$ cat src/design/hhfp_pkg.sv
// Shared types, codes and helper functions of the HTTP header field parser.
package hhfp_pkg;

    localparam int unsigned DEFAULT_MAX_HEADERS = 64;
    localparam int unsigned HN_W = 7;
    localparam int unsigned BYTE_W = 8;
    localparam int unsigned KIND_W = 3;

    localparam logic [BYTE_W-1:0] CH_NUL   = 8'h00;
    localparam logic [BYTE_W-1:0] CH_TAB   = 8'h09;
    localparam logic [BYTE_W-1:0] CH_LF    = 8'h0A;
    localparam logic [BYTE_W-1:0] CH_CR    = 8'h0D;
    localparam logic [BYTE_W-1:0] CH_SPACE = 8'h20;
    localparam logic [BYTE_W-1:0] CH_COLON = 8'h3A;

    typedef enum logic [KIND_W-1:0] {
        K_KEY_BYTE   = 3'd0,
        K_KEY_END    = 3'd1,
        K_VALUE_BYTE = 3'd2,
        K_HEADER_END = 3'd3,
        K_BLOCK_END  = 3'd4,
        K_MALFORMED  = 3'd5
    } t_kind;

    typedef enum logic [6:0] {
        PH_LINE     = 7'b0000001,
        PH_LINE_CR  = 7'b0000010,
        PH_KEY      = 7'b0000100,
        PH_SKIP     = 7'b0001000,
        PH_VALUE    = 7'b0010000,
        PH_VALUE_CR = 7'b0100000,
        PH_DONE     = 7'b1000000
    } t_phase;

    typedef struct packed {
        t_kind             kind;
        logic [BYTE_W-1:0] text;
        logic [HN_W-1:0]   hnum;
        logic              last;
    } t_result;

    typedef struct packed {
        t_phase phase;
        logic   emit;
        t_kind  kind;
    } t_step;

    typedef struct packed {
        logic [1:0] count;
        t_result    r0;
        t_result    r1;
    } t_push;

    function automatic t_result mk_result(t_kind kind, logic [BYTE_W-1:0] b,
                                          logic [HN_W-1:0] hn, logic last);
        t_result r;
        r.kind = kind;
        r.text = (kind == K_KEY_BYTE || kind == K_VALUE_BYTE) ? b : CH_NUL;
        r.hnum = hn;
        r.last = last;
        return r;
    endfunction

    function automatic t_step key_step(logic [BYTE_W-1:0] b);
        t_step s;
        s.emit = 1'b1;
        if (b == CH_NUL) begin
            s.phase = PH_DONE;
            s.kind  = K_MALFORMED;
        end else if (b == CH_COLON) begin
            s.phase = PH_SKIP;
            s.kind  = K_KEY_END;
        end else begin
            s.phase = PH_KEY;
            s.kind  = K_KEY_BYTE;
        end
        return s;
    endfunction

    function automatic t_step value_step(logic [BYTE_W-1:0] b);
        t_step s;
        if (b == CH_NUL || b == CH_LF) begin
            s.phase = PH_DONE;
            s.emit  = 1'b1;
            s.kind  = K_MALFORMED;
        end else if (b == CH_CR) begin
            s.phase = PH_VALUE_CR;
            s.emit  = 1'b0;
            s.kind  = K_MALFORMED;
        end else begin
            s.phase = PH_VALUE;
            s.emit  = 1'b1;
            s.kind  = K_VALUE_BYTE;
        end
        return s;
    endfunction

endpackage

$ cat src/design/hhfp_parse.sv
// Input register, parse state and result decode of the header field parser.
module hhfp_parse
    import hhfp_pkg::*;
#(
    parameter int unsigned MAX_HEADERS = DEFAULT_MAX_HEADERS
) (
    input  logic              i_clk,
    input  logic              i_rst_n,
    input  logic              i_valid,
    output logic              o_ready,
    input  logic [BYTE_W-1:0] i_data_byte,
    input  logic              i_start_of_message,
    input  logic              i_room,
    output t_push             o_push
);

    localparam int unsigned CNT_BITS = $clog2(MAX_HEADERS + 1);
    localparam int unsigned CNT_W = (CNT_BITS > HN_W) ? CNT_BITS : HN_W;

    logic              r_in_valid;
    logic [BYTE_W-1:0] r_byte;
    logic              r_som;
    t_phase            r_phase, n_phase;
    logic [CNT_W-1:0]  r_count, n_count;

    logic              fire;
    t_phase            ph;
    logic [CNT_W-1:0]  ce;
    logic [HN_W-1:0]   hn;
    t_step             ks, vs;
    t_push             push;

    assign fire    = r_in_valid && i_room;
    assign o_ready = !r_in_valid || i_room;

    always_ff @(posedge i_clk) begin
        if (!i_rst_n) begin
            r_in_valid <= 1'b0;
        end else if (o_ready) begin
            r_in_valid <= i_valid;
        end
        if (o_ready && i_valid) begin
            r_byte <= i_data_byte;
            r_som  <= i_start_of_message;
        end
    end

    always_ff @(posedge i_clk) begin
        if (!i_rst_n) begin
            r_phase <= PH_LINE;
            r_count <= '0;
        end else if (fire) begin
            r_phase <= n_phase;
            r_count <= n_count;
        end
    end

    assign ph = r_som ? PH_LINE : r_phase;
    assign ce = r_som ? '0 : r_count;
    assign hn = ce[HN_W-1:0];
    assign ks = key_step(r_byte);
    assign vs = value_step(r_byte);

    always_comb begin
        n_phase    = ph;
        n_count    = ce;
        push.count = 2'd0;
        push.r0    = mk_result(K_MALFORMED, CH_NUL, hn, 1'b1);
        push.r1    = mk_result(K_MALFORMED, CH_NUL, hn, 1'b1);
        unique case (ph)
            PH_LINE: begin
                if (r_byte == CH_CR) begin
                    n_phase = PH_LINE_CR;
                end else begin
                    n_phase    = ks.phase;
                    push.count = 2'd1;
                    push.r0    = mk_result(ks.kind, r_byte, hn, 1'b1);
                end
            end
            PH_LINE_CR: begin
                if (r_byte == CH_LF) begin
                    n_phase    = PH_DONE;
                    push.count = 2'd1;
                    push.r0    = mk_result(K_BLOCK_END, CH_NUL, hn, 1'b1);
                end else begin
                    n_phase    = ks.phase;
                    push.count = 2'd2;
                    push.r0    = mk_result(K_KEY_BYTE, CH_CR, hn, 1'b0);
                    push.r1    = mk_result(ks.kind, r_byte, hn, 1'b1);
                end
            end
            PH_KEY: begin
                n_phase    = ks.phase;
                push.count = 2'd1;
                push.r0    = mk_result(ks.kind, r_byte, hn, 1'b1);
            end
            PH_SKIP, PH_VALUE: begin
                if (ph == PH_VALUE || (r_byte != CH_SPACE && r_byte != CH_TAB)) begin
                    n_phase    = vs.phase;
                    push.count = {1'b0, vs.emit};
                    push.r0    = mk_result(vs.kind, r_byte, hn, 1'b1);
                end
            end
            PH_VALUE_CR: begin
                push.count = 2'd1;
                if (r_byte == CH_LF) begin
                    n_phase = PH_LINE;
                    push.r0 = mk_result(K_HEADER_END, CH_NUL, hn, 1'b1);
                    if (ce < CNT_W'(MAX_HEADERS)) begin
                        n_count = ce + CNT_W'(1);
                    end
                end else begin
                    n_phase = PH_DONE;
                    push.r0 = mk_result(K_MALFORMED, CH_NUL, hn, 1'b1);
                end
            end
            default: begin
                n_phase = PH_DONE;
            end
        endcase
    end

    always_comb begin
        o_push = push;
        if (!fire) begin
            o_push.count = 2'd0;
        end
    end

endmodule

$ cat src/design/hhfp_result_fifo.sv
// Four-entry result queue that takes up to two results per cycle.
module hhfp_result_fifo
    import hhfp_pkg::*;
(
    input  logic    i_clk,
    input  logic    i_rst_n,
    input  t_push   i_push,
    output logic    o_room,
    output logic    o_valid,
    input  logic    i_ready,
    output t_result o_result
);

    localparam int unsigned DEPTH = 4;
    localparam int unsigned PTR_W = $clog2(DEPTH);
    localparam int unsigned CNT_W = $clog2(DEPTH + 1);

    t_result          r_mem [DEPTH];
    logic [PTR_W-1:0] r_wr, r_rd;
    logic [CNT_W-1:0] r_cnt;
    logic             pop;
    logic [PTR_W-1:0] wr1;

    assign o_room   = (r_cnt <= CNT_W'(DEPTH - 2));
    assign o_valid  = (r_cnt != '0);
    assign o_result = r_mem[r_rd];
    assign pop      = o_valid && i_ready;
    assign wr1      = r_wr + PTR_W'(1);

    always_ff @(posedge i_clk) begin
        if (!i_rst_n) begin
            r_wr  <= '0;
            r_rd  <= '0;
            r_cnt <= '0;
        end else begin
            r_wr  <= r_wr + PTR_W'(i_push.count);
            r_rd  <= r_rd + PTR_W'(pop);
            r_cnt <= r_cnt + CNT_W'(i_push.count) - CNT_W'(pop);
        end
        if (i_push.count != 2'd0) begin
            r_mem[r_wr] <= i_push.r0;
        end
        if (i_push.count == 2'd2) begin
            r_mem[wr1] <= i_push.r1;
        end
    end

endmodule

$ cat src/design/http_header_field_parser.sv
// Top level of the HTTP header field parser.
//
// Input channel: one header text byte per item on i_data_byte, with
// i_start_of_message high on the first byte of a new block. Output channel:
// one token per item (kind, byte, header index, last-of-byte flag). A byte
// yields zero, one or two tokens; two only when a CR at line start is not
// followed by LF.
// Path: a byte is captured in the input register, then decoded and written
// into the result queue, from which its token drives o_valid; a queue without
// room for two tokens holds the byte in the input register.
// Throughput: one byte per cycle while the receiver takes one token per
// cycle; the four-entry result queue absorbs a second token from a byte.
// Input stalls when the queue has fewer than two free entries.
// Reset (synchronous, active low) returns the parser to line start with a
// zero header count and empties the queue. Stalling the receiver holds the
// head token and, once the queue fills, holds o_ready low.
module http_header_field_parser
    import hhfp_pkg::*;
#(
    parameter int unsigned MAX_HEADERS = DEFAULT_MAX_HEADERS
) (
    input  logic              i_clk,
    input  logic              i_rst_n,
    input  logic              i_valid,
    output logic              o_ready,
    input  logic [BYTE_W-1:0] i_data_byte,
    input  logic              i_start_of_message,
    output logic              o_valid,
    input  logic              i_ready,
    output logic [KIND_W-1:0] o_token_kind,
    output logic [BYTE_W-1:0] o_text_byte,
    output logic [HN_W-1:0]   o_header_number,
    output logic              o_last_of_run
);

    t_push   push;
    logic    room;
    t_result res;

    hhfp_parse #(
        .MAX_HEADERS(MAX_HEADERS)
    ) u_parse (
        .i_clk             (i_clk),
        .i_rst_n           (i_rst_n),
        .i_valid           (i_valid),
        .o_ready           (o_ready),
        .i_data_byte       (i_data_byte),
        .i_start_of_message(i_start_of_message),
        .i_room            (room),
        .o_push            (push)
    );

    hhfp_result_fifo u_fifo (
        .i_clk   (i_clk),
        .i_rst_n (i_rst_n),
        .i_push  (push),
        .o_room  (room),
        .o_valid (o_valid),
        .i_ready (i_ready),
        .o_result(res)
    );

    assign o_token_kind    = res.kind;
    assign o_text_byte     = res.text;
    assign o_header_number = res.hnum;
    assign o_last_of_run   = res.last;

endmodule

$ cat config.mk
export PLATFORM = sky130hd
export DESIGN_NAME = http_header_field_parser
export DESIGN_NICKNAME = d
export VERILOG_FILES = /design/src/design/hhfp_pkg.sv /design/src/design/hhfp_parse.sv /design/src/design/hhfp_result_fifo.sv /design/src/design/http_header_field_parser.sv
export SDC_FILE = /design/constraint.sdc
export NUM_CORES = 1
export LEC_CHECK = 0
export BUFFER_PORTS_ARGS = -buffer_cell sky130_fd_sc_hd__clkbuf_2
export CAP_MARGIN = 30
export CORE_ASPECT_RATIO = 1.5
export CORE_MARGIN = 2
export CORE_UTILIZATION = 35
export CTS_CLUSTER_SIZE = 28
export DETAILED_ROUTE_END_ITERATION = 10
export MAX_ROUTING_LAYER = met4
export PLACE_DENSITY_LB_ADDON = 0.25
export SLEW_MARGIN = 20
export SYNTH_ARGS = -nofsm -noshare
export SYNTH_HDL_FRONTEND = slang
export SYNTH_SLANG_ARGS = --single-unit
$ cat constraint.sdc
create_clock -name i_clk -period 4.6 [get_ports i_clk]
set_input_delay 0.92 -clock i_clk [delete_from_list [all_inputs] [get_ports i_clk]]
set_output_delay 0.92 -clock i_clk [all_outputs]
set_load 0.01 [all_outputs]
After elaboration in Yosys (flattened, before gate mapping)
Memories as Yosys holds them, arrays and structs flattened. A register that Yosys moved wholly into a read port is not among the register bits.
Index checks and enable logic that the tools add are counted.
Widths: inputs -> output; s select.

operators by class
  add/subtract/negate cells = 6
  $lt $le $gt $ge = 2
  equality and inequality tests = 14
  mux-type cells = 31
  reductions and logical operators = 16

operators by type and width
  kind                 count
  $pmux 21 s5          1
  $mux 7               10
  $mux 19              3
  $mux 20              2
  $pmux 7 s5           1
  $mux 21              1
  $eq 8x4->1 const B   2
  $mux 8               2
  $mux 11              1
  $mux 10              1
  $eq 8x6->1 const B   1
  $logic_not 8->1      1
  $ne 8x4->1 const B   1
  $ne 8x6->1 const B   1
  $add 7x1->7 const B  1
  $eq 7x1->1 const B   1
  $eq 7x2->1 const B   1
  $eq 7x3->1 const B   1
  $eq 7x4->1 const B   1
  $eq 7x5->1 const B   1
  $eq 7x6->1 const B   1
  $lt 7x7->1 const B   1
  $eq 3x2->1 const B   2
  $logic_not 3->1      2
  17 further kinds     29

storage, ports and cells
  flip-flop bits (word level) = 31
  bits in writable memories = 76
  bits of input ports = 13
  output and inout bits = 21
  word-level logic and storage cells = 78
  memories = 1

memories
  memory        depth  width  read ports  clocked after memory_dff  write ports  line                    text
  u_fifo.r_mem  4      19     1           1                         2            hhfp_result_fifo.sv:18  t_result r_mem [DEPTH];

Depth between registers and ports, before layout
Gate-level depths: netlist (run 1).

  word-level depth = 12
  depth in mapped cells = 14

Hierarchy
A second synthesis (run 1) with hierarchy kept.

unflattened totals
  cell total of the unflattened synthesis = 429
  area total of the unflattened synthesis = 5,836.8 µm²

by module, submodules not included
  module            instances  cells each  area each (µm²)
  hhfp_result_fifo  1          229         4,192.8
  hhfp_parse        1          200         1,644.1

Least setup slack after synthesis (run 1)
Ideal clock, no wire load.

  kind = register to register
  start point = register u_parse.r_byte[2]
  end point = register u_fifo.r_cnt[2]
  setup time = 0.115 ns
  arrival = 3.050 ns
  required time = 4.485 ns
  path slack = 1.435 ns
  stages on the path, launching flop included = 15
  path buffers = 2
  clock period less this slack = 3.165 ns
  cell sequence = edfxtp_1 -> clkbuf_1 -> nor4_1 -> nor2b_1 -> buf_2 -> a21oi_1 -> o22ai_1 -> nand2_1 -> ha_1 -> inv_1 -> ha_1 -> fa_1 -> xnor2_1 -> xnor2_1 -> and2_1

on the way
  word-level cells in the longest chain between the ends = 8
  elaborated cells between the ends (all ways) = 17
  classes of those cells = 2 x add/sub; 4 x eq/ne; 7 x mux; 4 x reduce/logical

ends and longest elaborated chain
  element                                      line                              text
  start: declaration                           hhfp_parse.sv:21                  logic [BYTE_W-1:0] r_byte;
  start signal: assignment                     hhfp_parse.sv:43                  r_byte <= i_data_byte;
  $eq 8x4->1 (tied with other cells)           hhfp_pkg.sv:86, hhfp_parse.sv:72
  $mux 10 (tied with other cells)              hhfp_pkg.sv:86                    end else if (b == CH_CR) begin
  $mux 11 or $logic_or 1x1->1 (tied branches)  hhfp_pkg.sv:82, hhfp_parse.sv:98
  $mux 20                                      hhfp_parse.sv:98                  if (ph == PH_VALUE || (r_byte != CH_SPACE && r_byte != CH_TAB)) begin
  $pmux 21 s5 *                                hhfp_parse.sv:70                  unique case (ph)
  $mux 2 *                                     hhfp_parse.sv:125                 if (!fire) begin
  $add 3x2->3 *                                hhfp_result_fifo.sv:38            r_cnt <= r_cnt + CNT_W'(i_push.count) - CNT_W'(pop);
  $sub 3x1->3 *                                hhfp_result_fifo.sv:38
  end signal: assignment                       hhfp_result_fifo.sv:38
  end: declaration                             hhfp_result_fifo.sv:20            logic [CNT_W-1:0] r_cnt;

Every way passes the cells marked *; elsewhere a longest branch is shown, timed or not.
A chain may end at the register's enable or synchronous reset.

Final worst setup path (run 1)
  start point = register u_parse.r_byte[0]
  end point = register u_fifo.r_cnt[2]

Same word-level chain as after synthesis.

==> metrics.md, run 1 <==
| Metric | Value |
|---|---|
| Startpoint types | flop |
| Initial Utilization | a little over a third |
| Endpoints failing hold | 0 |
| Yosys top cell area share | 42.3% |
| Crit path DAT | 4.17 ns |
| Post-CTS Resized | 0 |
| Clock share of power | 29.8% |
| Overflow after GRT | 0 |
| Critical path class | reg2reg |
| DRC | 0 |
| Root Driver | clkbuf_16 |
| Synth Area per Inst | 11.4 sq um |
| Via/cell ratio | 5.36 |
| Total routed wirelength | roughly 13 mm |
| CTS max path bufs | 2 |
| Worst-Margin Slew | around 0.96 ns |
| H-tree depth | 3 |
| Slew margin rel. | 36.1% |
| Psw | 783 uW |
| Synth area leader | edfxtp_1 |
| Ant. Diodes | 0 |
| CTS Buf Count | 9 |
| Initial antenna violation count | 0 |
| Die Wd | approximately 110 um |
| Max-cap violations | 0 |
| Ranking of synthesized cells by area | edfxtp_1, dfxtp_1, mux4_2 |
| PnR Total Power | 2570 uW |
| Synthesis-stage register bit count | 107 |
| Tcrit/Tclk final | between 80% and 90% |
| Post-route ant nets | 0 |
| Num ports | 34 |
| Number of enable flip-flop cells after synthesis | 77 |
| Port Buf Inserts | 33 |
| Hold Crit Class | reg2reg |
| Pwr dens | 417 mW/mm^2 |
| Outcome | completed |
| Drt pass-1 iters | 5 |
| Syn nets | 501 |
| Yosys warns | 0 |
| First-pass GRT wire length | 21.8 mm |
| Crit-path max FO | 10 |
| Final Max Tran Viols | 0 |
| Tot GR Track Use | approximately 17% |
| Worst-path clk slew | 0.07 ns |
| Setup Viol. Count Final | 0 |
| Detail Placement HPWL | 9.73 mm |
| DIE AREA | 0.0167 sq mm |
| Vias | 3857 |
| Most frequently used flop master after synthesis | edfxtp_1 |
| Fraction of power consumed by combinational cells | 24.7% |
| Netlist cell types | 71 |
| CTS tree | built |
| Row cnt | 56 |
| Wire per inst | 18.6 um |
| # hold bufs at CTS | 0 |
| Num Clock Sinks | 107 |
| Core ar. | roughly 0.015 sq mm |
| Element type at the critical path end | flop |
| Nets@finish | 531 |
| Async SR Flop Fraction | 0% |
| Fraction of layout cells with a size suffix above 1 | 18.6% |
| Post-CTS Setup Bufs | 0 |
| Max Freq | 254 MHz |
| Pin count of the biggest net entering global routing | 27 |
| Minimum clock period | 3.93 ns |
| Area delta synth->final | 12.4% |
| Switching part of the total power | between 30% and 40% |
| Drt first-iter violations | around 370 |
| Vias in the first global route | 3984 |
| Seq/Total Area, Yosys | 53.2% |
| Worst Path Required | 4.84 ns |
| Maximum VDD drop | 0.000194 V |
| Int Pwr | ~1800 uW |
| RSZ-0062 raised after global routing | false |
| Clock skew | 0.00967 ns |
| Total Negative Setup Slacks | 0 ns |
| Sequential power share | 45.4% |
| Mapped Area | 0.00547 sq mm |
| Placer Congestion | 0.911 |
| Mapped Cells | 481 |
| Leakage Power | 0.00209 uW |
| Die H | roughly 160 um |
| Clock Latency Late Sink | 0.35 ns |
[registers in the layout (all words and copies together) (netlist names)]
| name | flops |
|---|---|
| u_parse.r_som | 1 |
| u_fifo.r_rd | 2 |
| u_fifo.r_mem | 76 |
| u_parse.r_count | 7 |
| u_parse.r_byte | 8 |
| u_parse.r_phase | 7 |
| u_fifo.r_wr | 2 |
| u_parse.r_in_valid | 1 |
| u_fifo.r_cnt | 3 |
[worst max-delay path, cell delays in order (launching register included)]
cell	delay, ns
edfxtp_1	0.52
nor4_1	0.49
nor2b_1	0.59
a21oi_1	0.15
o22ai_1	0.47
nand2_1	0.21
ha_1	0.33
inv_1	0.05
ha_1	0.20
fa_1	0.38
xnor2_1	0.20
xnor2_1	0.08
and2_1	0.15
[cells by family after synthesis]
kind of cell,after synthesis,share of synthesized area (%)
XOR/XNOR,8,1.28
multiplexers,21,8.19
adder cells (fa/ha/maj),7,1.74
flip-flops,107,53.2
AO/OA/AOI/OAI,94,12.1
AND/OR/NAND/NOR,202,20.1
buffers and inverters,42,3.36
[synthesized netlist by cell type (all sizes together) (3+ instances only)]
| cell type | number |
|---|---|
| clkbuf | 14 |
| nor2b | 8 |
| nor2 | 48 |
| a31oi | 4 |
| nor3 | 14 |
| buf | 10 |
| mux4 | 19 |
| xnor2 | 6 |
| o22ai | 11 |
| nand2b | 9 |
| dfxtp | 30 |
| and3 | 5 |
| or3 | 5 |
| inv | 16 |
| a21boi | 8 |
| or4 | 3 |
| a21o | 5 |
| nand3b | 3 |
| nand3 | 19 |
| nand2 | 37 |
| and2 | 27 |
| edfxtp | 77 |
| nor3b | 3 |
| ha | 6 |
| nor4 | 6 |
| a21oi | 20 |
| nand4b | 5 |
| o21ai | 19 |
[final cells by class]
class	count	area, sq um
fill	1504	9340
sequential	107	2910
multi-input combinational	332	2370
tap	203	254
timing repair buffer	43	240
clock buffer	9	225
clock inverter	7	75.1
inverter	18	67.6
[cells in the final DEF, fill, tap and decap left out, types with 10 or more instances in the layout]
cell type  instances
a21oi_1           20
and2_1            26
buf_4             10
clkbuf_2          33
dfxtp_1           30
edfxtp_1          77
inv_1             15
mux4_2            19
nand2_1           37
nand3_1           19
nor2_1            47
o21ai_0           19
o22ai_1           11
[path summary, 6_finish.rpt]
| check | slack (ns) | endpoint | start | cells past startpoint |
|---|---|---|---|---|
| worst max-delay path | 0.67 | u_fifo.r_cnt[2]$_SDFF_PN0_ | u_parse.r_byte[0]$_DFFE_PP_ | 12 |
| worst min-delay path | 0.48 | u_fifo.r_mem[0][17]$_SDFFE_PP0P_ | u_fifo.r_mem[0][17]$_SDFFE_PP0P_ | 2 |
| worst max register to register | 0.67 | u_fifo.r_cnt[2]$_SDFF_PN0_ | u_parse.r_byte[0]$_DFFE_PP_ | 12 |
| worst min register to register | 0.48 | u_fifo.r_mem[0][17]$_SDFFE_PP0P_ | u_fifo.r_mem[0][17]$_SDFFE_PP0P_ | 2 |
[through the flow]
| step | cell area (sq um) | hold WS (ns) | util [%] | instances | setup WS (ns) |
|---|---|---|---|---|---|
| final | 6150 | 0.482 | 39.7 | 719 | 0.669 |
| after CTS | 6150 | 0.479 | 39.7 | 719 | 0.720 |
| after detailed placement | 5850 | 0.469 | 37.8 | 703 | 0.741 |
| after global routing | 6150 | 0.490 | 39.7 | 719 | 0.496 |
| after floorplan | 5470 | 0.433 | - | 481 | 1.43 |
| after global placement | 5850 | 0.451 | 37.8 | 703 | 0.892 |
[power by group through the flow]
stage / sequential (uW) / clock [uW] / combinational (uW)
6_report: 1170 / 765 / 635
5_1_grt: 1180 / 823 / 704
4_1_cts: 1170 / 784 / 650
3_5_place_dp: 1190 / 0 / 647
3_3_place_gp: 1180 / 0 / 641
2_1_floorplan: 1160 / 0 / 470
[metal layers]
layer  vias up  routed length, um  share of wire [%]  GRT usage, %
met4         0                432                3.2          6.45
met2       113               6890                 52          30.7
met1      1849               5500                 41          20.1
met3        28                509                3.8          2.61
met5         -                  0                  0             -
li1       1867                  -                  -             -
(Power assumes the default switching activity.)
==> run 2, diff against run 1 <==
- CORE_MARGIN: 2 -> unset
==> metrics.md, run 2 (same netlist as run 1, synthesis figures left out) <==
| Metric | Value |
|---|---|
| Outcome | completed |
| Via/cell ratio | 5.47 |
| Ant. Diodes | 0 |
| Post-CTS Setup Bufs | 0 |
| Initial antenna violation count | 0 |
| Commonest non-fill, non-tap cell in the layout | edfxtp_1 |
| Critical path's largest stage delay | 0.61 ns |
| H-tree depth | 3 |
| Vias | 3907 |
| Worst Path Required | 4.84 ns |
| Port Buf Inserts | 33 |
| Max-cap violations | 0 |
| # fillers | 1470 |
| # hold bufs at CTS | 0 |
| RSZ-0062 raised after global routing | false |
| Nets@finish | 530 |
| Element type at the critical path end | flop |
| Total routed wirelength | approximately 13 mm |
| Worst-Margin Slew | 0.902 ns |
| Endpoints failing hold | 0 |
| Vias in the first global route | 3978 |
| Area delta synth->final | 12.2% |
| Detail Placement HPWL | 9.60 mm |
| Post-route ant nets | 0 |
| Worst-path clk slew | 0.07 ns |
| Minimum clock period | 3.88 ns |
| Tot GR Track Use | 17.8% |
| Num ports | 34 |
| Tcrit/Tclk final | ~84% |
| Slew margin rel. | 39.8% |
| Setup ws final | 0.720 ns |
| Pre-CTS setup slack | 0.781 ns |
| Critical path class | reg2reg |
| Overflow after GRT | 0 |
| Setup Viol. Count Final | 0 |
| Top reg by flops | u_fifo.r_mem |
| DRC | 0 |
| Die H | 155 um |
| Post-CTS Resized | 0 |
| Num Clock Sinks | approximately 110 |
| Crit-path cells | nor4_1 -> nor2b_1 -> a21oi_1 -> o22ai_1 -> nand2_1 -> ha_1 -> inv_1 -> ha_1 -> fa_1 -> xnor2_1 -> xnor2_1 -> and2_1 |
| CTS tree | built |
| Drt first-iter violations | 327 |
| Leakage Power | 0.00209 uW |
| Initial Utilization | between 30% and 40% |
| Most frequent cells in the layout | edfxtp_1, nor2_1, nand2_1, clkbuf_2, dfxtp_1 |
| Pin count of the biggest net entering global routing | 27 |
| Drt pass-1 iters | 5 |
| Startpoint types | flop |
| DIE AREA | 0.0161 sq mm |
| Critical path's slowest cell | nor2b_1 |
| Largest register FFs | 76 |
| Clock skew | 0.00942 ns |
| Hold Crit Class | reg2reg |
| Core ar. | 0.0152 sq mm |
| Root Driver | clkbuf_16 |
| Clock Latency Late Sink | 0.35 ns |
| Fraction of layout cells with a size suffix above 1 | 18.4% |
| Wire per inst | 18.4 um |
| Max Freq | 258 MHz |
| Crit path DAT | around 4 ns |
| Top Registers | u_fifo.r_mem x76, u_parse.r_byte x8 |
| Placer Congestion | 0.922 |
| CTS Buf Count | 9 |
| First-pass GRT wire length | 21.4 mm |
| Crit-path max FO | 10 |
| Die Wd | 104 um |
| Pwr dens | between 400 and 500 mW/mm^2 |
| Final Max Tran Viols | 0 |
| Total Negative Setup Slacks | 0 ns |
| CTS max path bufs | 2 |
| Maximum VDD drop | 0.000168 V |
| Row cnt | 55 |
==> run 2: cell type report <==
type / instances / area [sq um] / area share [%]
multi-input combinational: 332 / 2370 / 38.7
sequential: 107 / 2910 / 47.5
timing repair buffer: 42 / 240 / 3.91
tap: 199 / 249 / 4.06
clock buffer: 9 / 225 / 3.67
inverter: 18 / 67.6 / 1.10
clock inverter: 7 / 67.6 / 1.10
==> run 2: final timing paths <==
kind	from	endpoint	slack (ns)	depth (start not counted)
min	u_fifo.r_mem[2][17]$_SDFFE_PP0N_	u_fifo.r_mem[2][17]$_SDFFE_PP0N_	0.47	2
min reg2reg	u_fifo.r_mem[2][17]$_SDFFE_PP0N_	u_fifo.r_mem[2][17]$_SDFFE_PP0N_	0.47	2
max	u_parse.r_byte[0]$_DFFE_PP_	u_fifo.r_cnt[2]$_SDFF_PN0_	0.72	12
max reg2reg	u_parse.r_byte[0]$_DFFE_PP_	u_fifo.r_cnt[2]$_SDFF_PN0_	0.72	12
==> run 2: report_power, final <==
group	switching (uW)	internal (uW)
Sequential	62.0	1110
Clock	366	382
Combinational	342	286
Total	770	1780
==> run 2: layer usage <==
layer | global-route usage [%] | vias up | share of wire, %
li1 | - | 1867 | -
met1 | 20.1 | 1924 | 41
met2 | 31.8 | 95 | 53
met3 | 2.43 | 21 | 3.0
met4 | 6.80 | 0 | 2.3
met5 | - | - | 0
==> run 2: worst max-delay path: cells and delay by family (launching register included) <==
family	cells	cell delay (ns)
adder cells (fa/ha/maj)	3	0.90
buffers and inverters	1	0.04
AND/OR/NAND/NOR	4	1.43
flip-flops	1	0.51
XOR/XNOR	2	0.29
AO/OA/AOI/OAI	2	0.61
==> run 2: metrics by stage <==
step                util [%]  instance area, sq um  total power (uW)  instances  hold slack [ns]
floorplan                  -                  5470              1630        481            0.433
global placement        38.3                  5830              1820        697            0.450
detailed placement      38.4                  5840              1830        698            0.453
CTS                     40.4                  6140              2580        714            0.469
global route            40.4                  6140              2690        714            0.477
finish                  40.4                  6140              2550        714            0.469
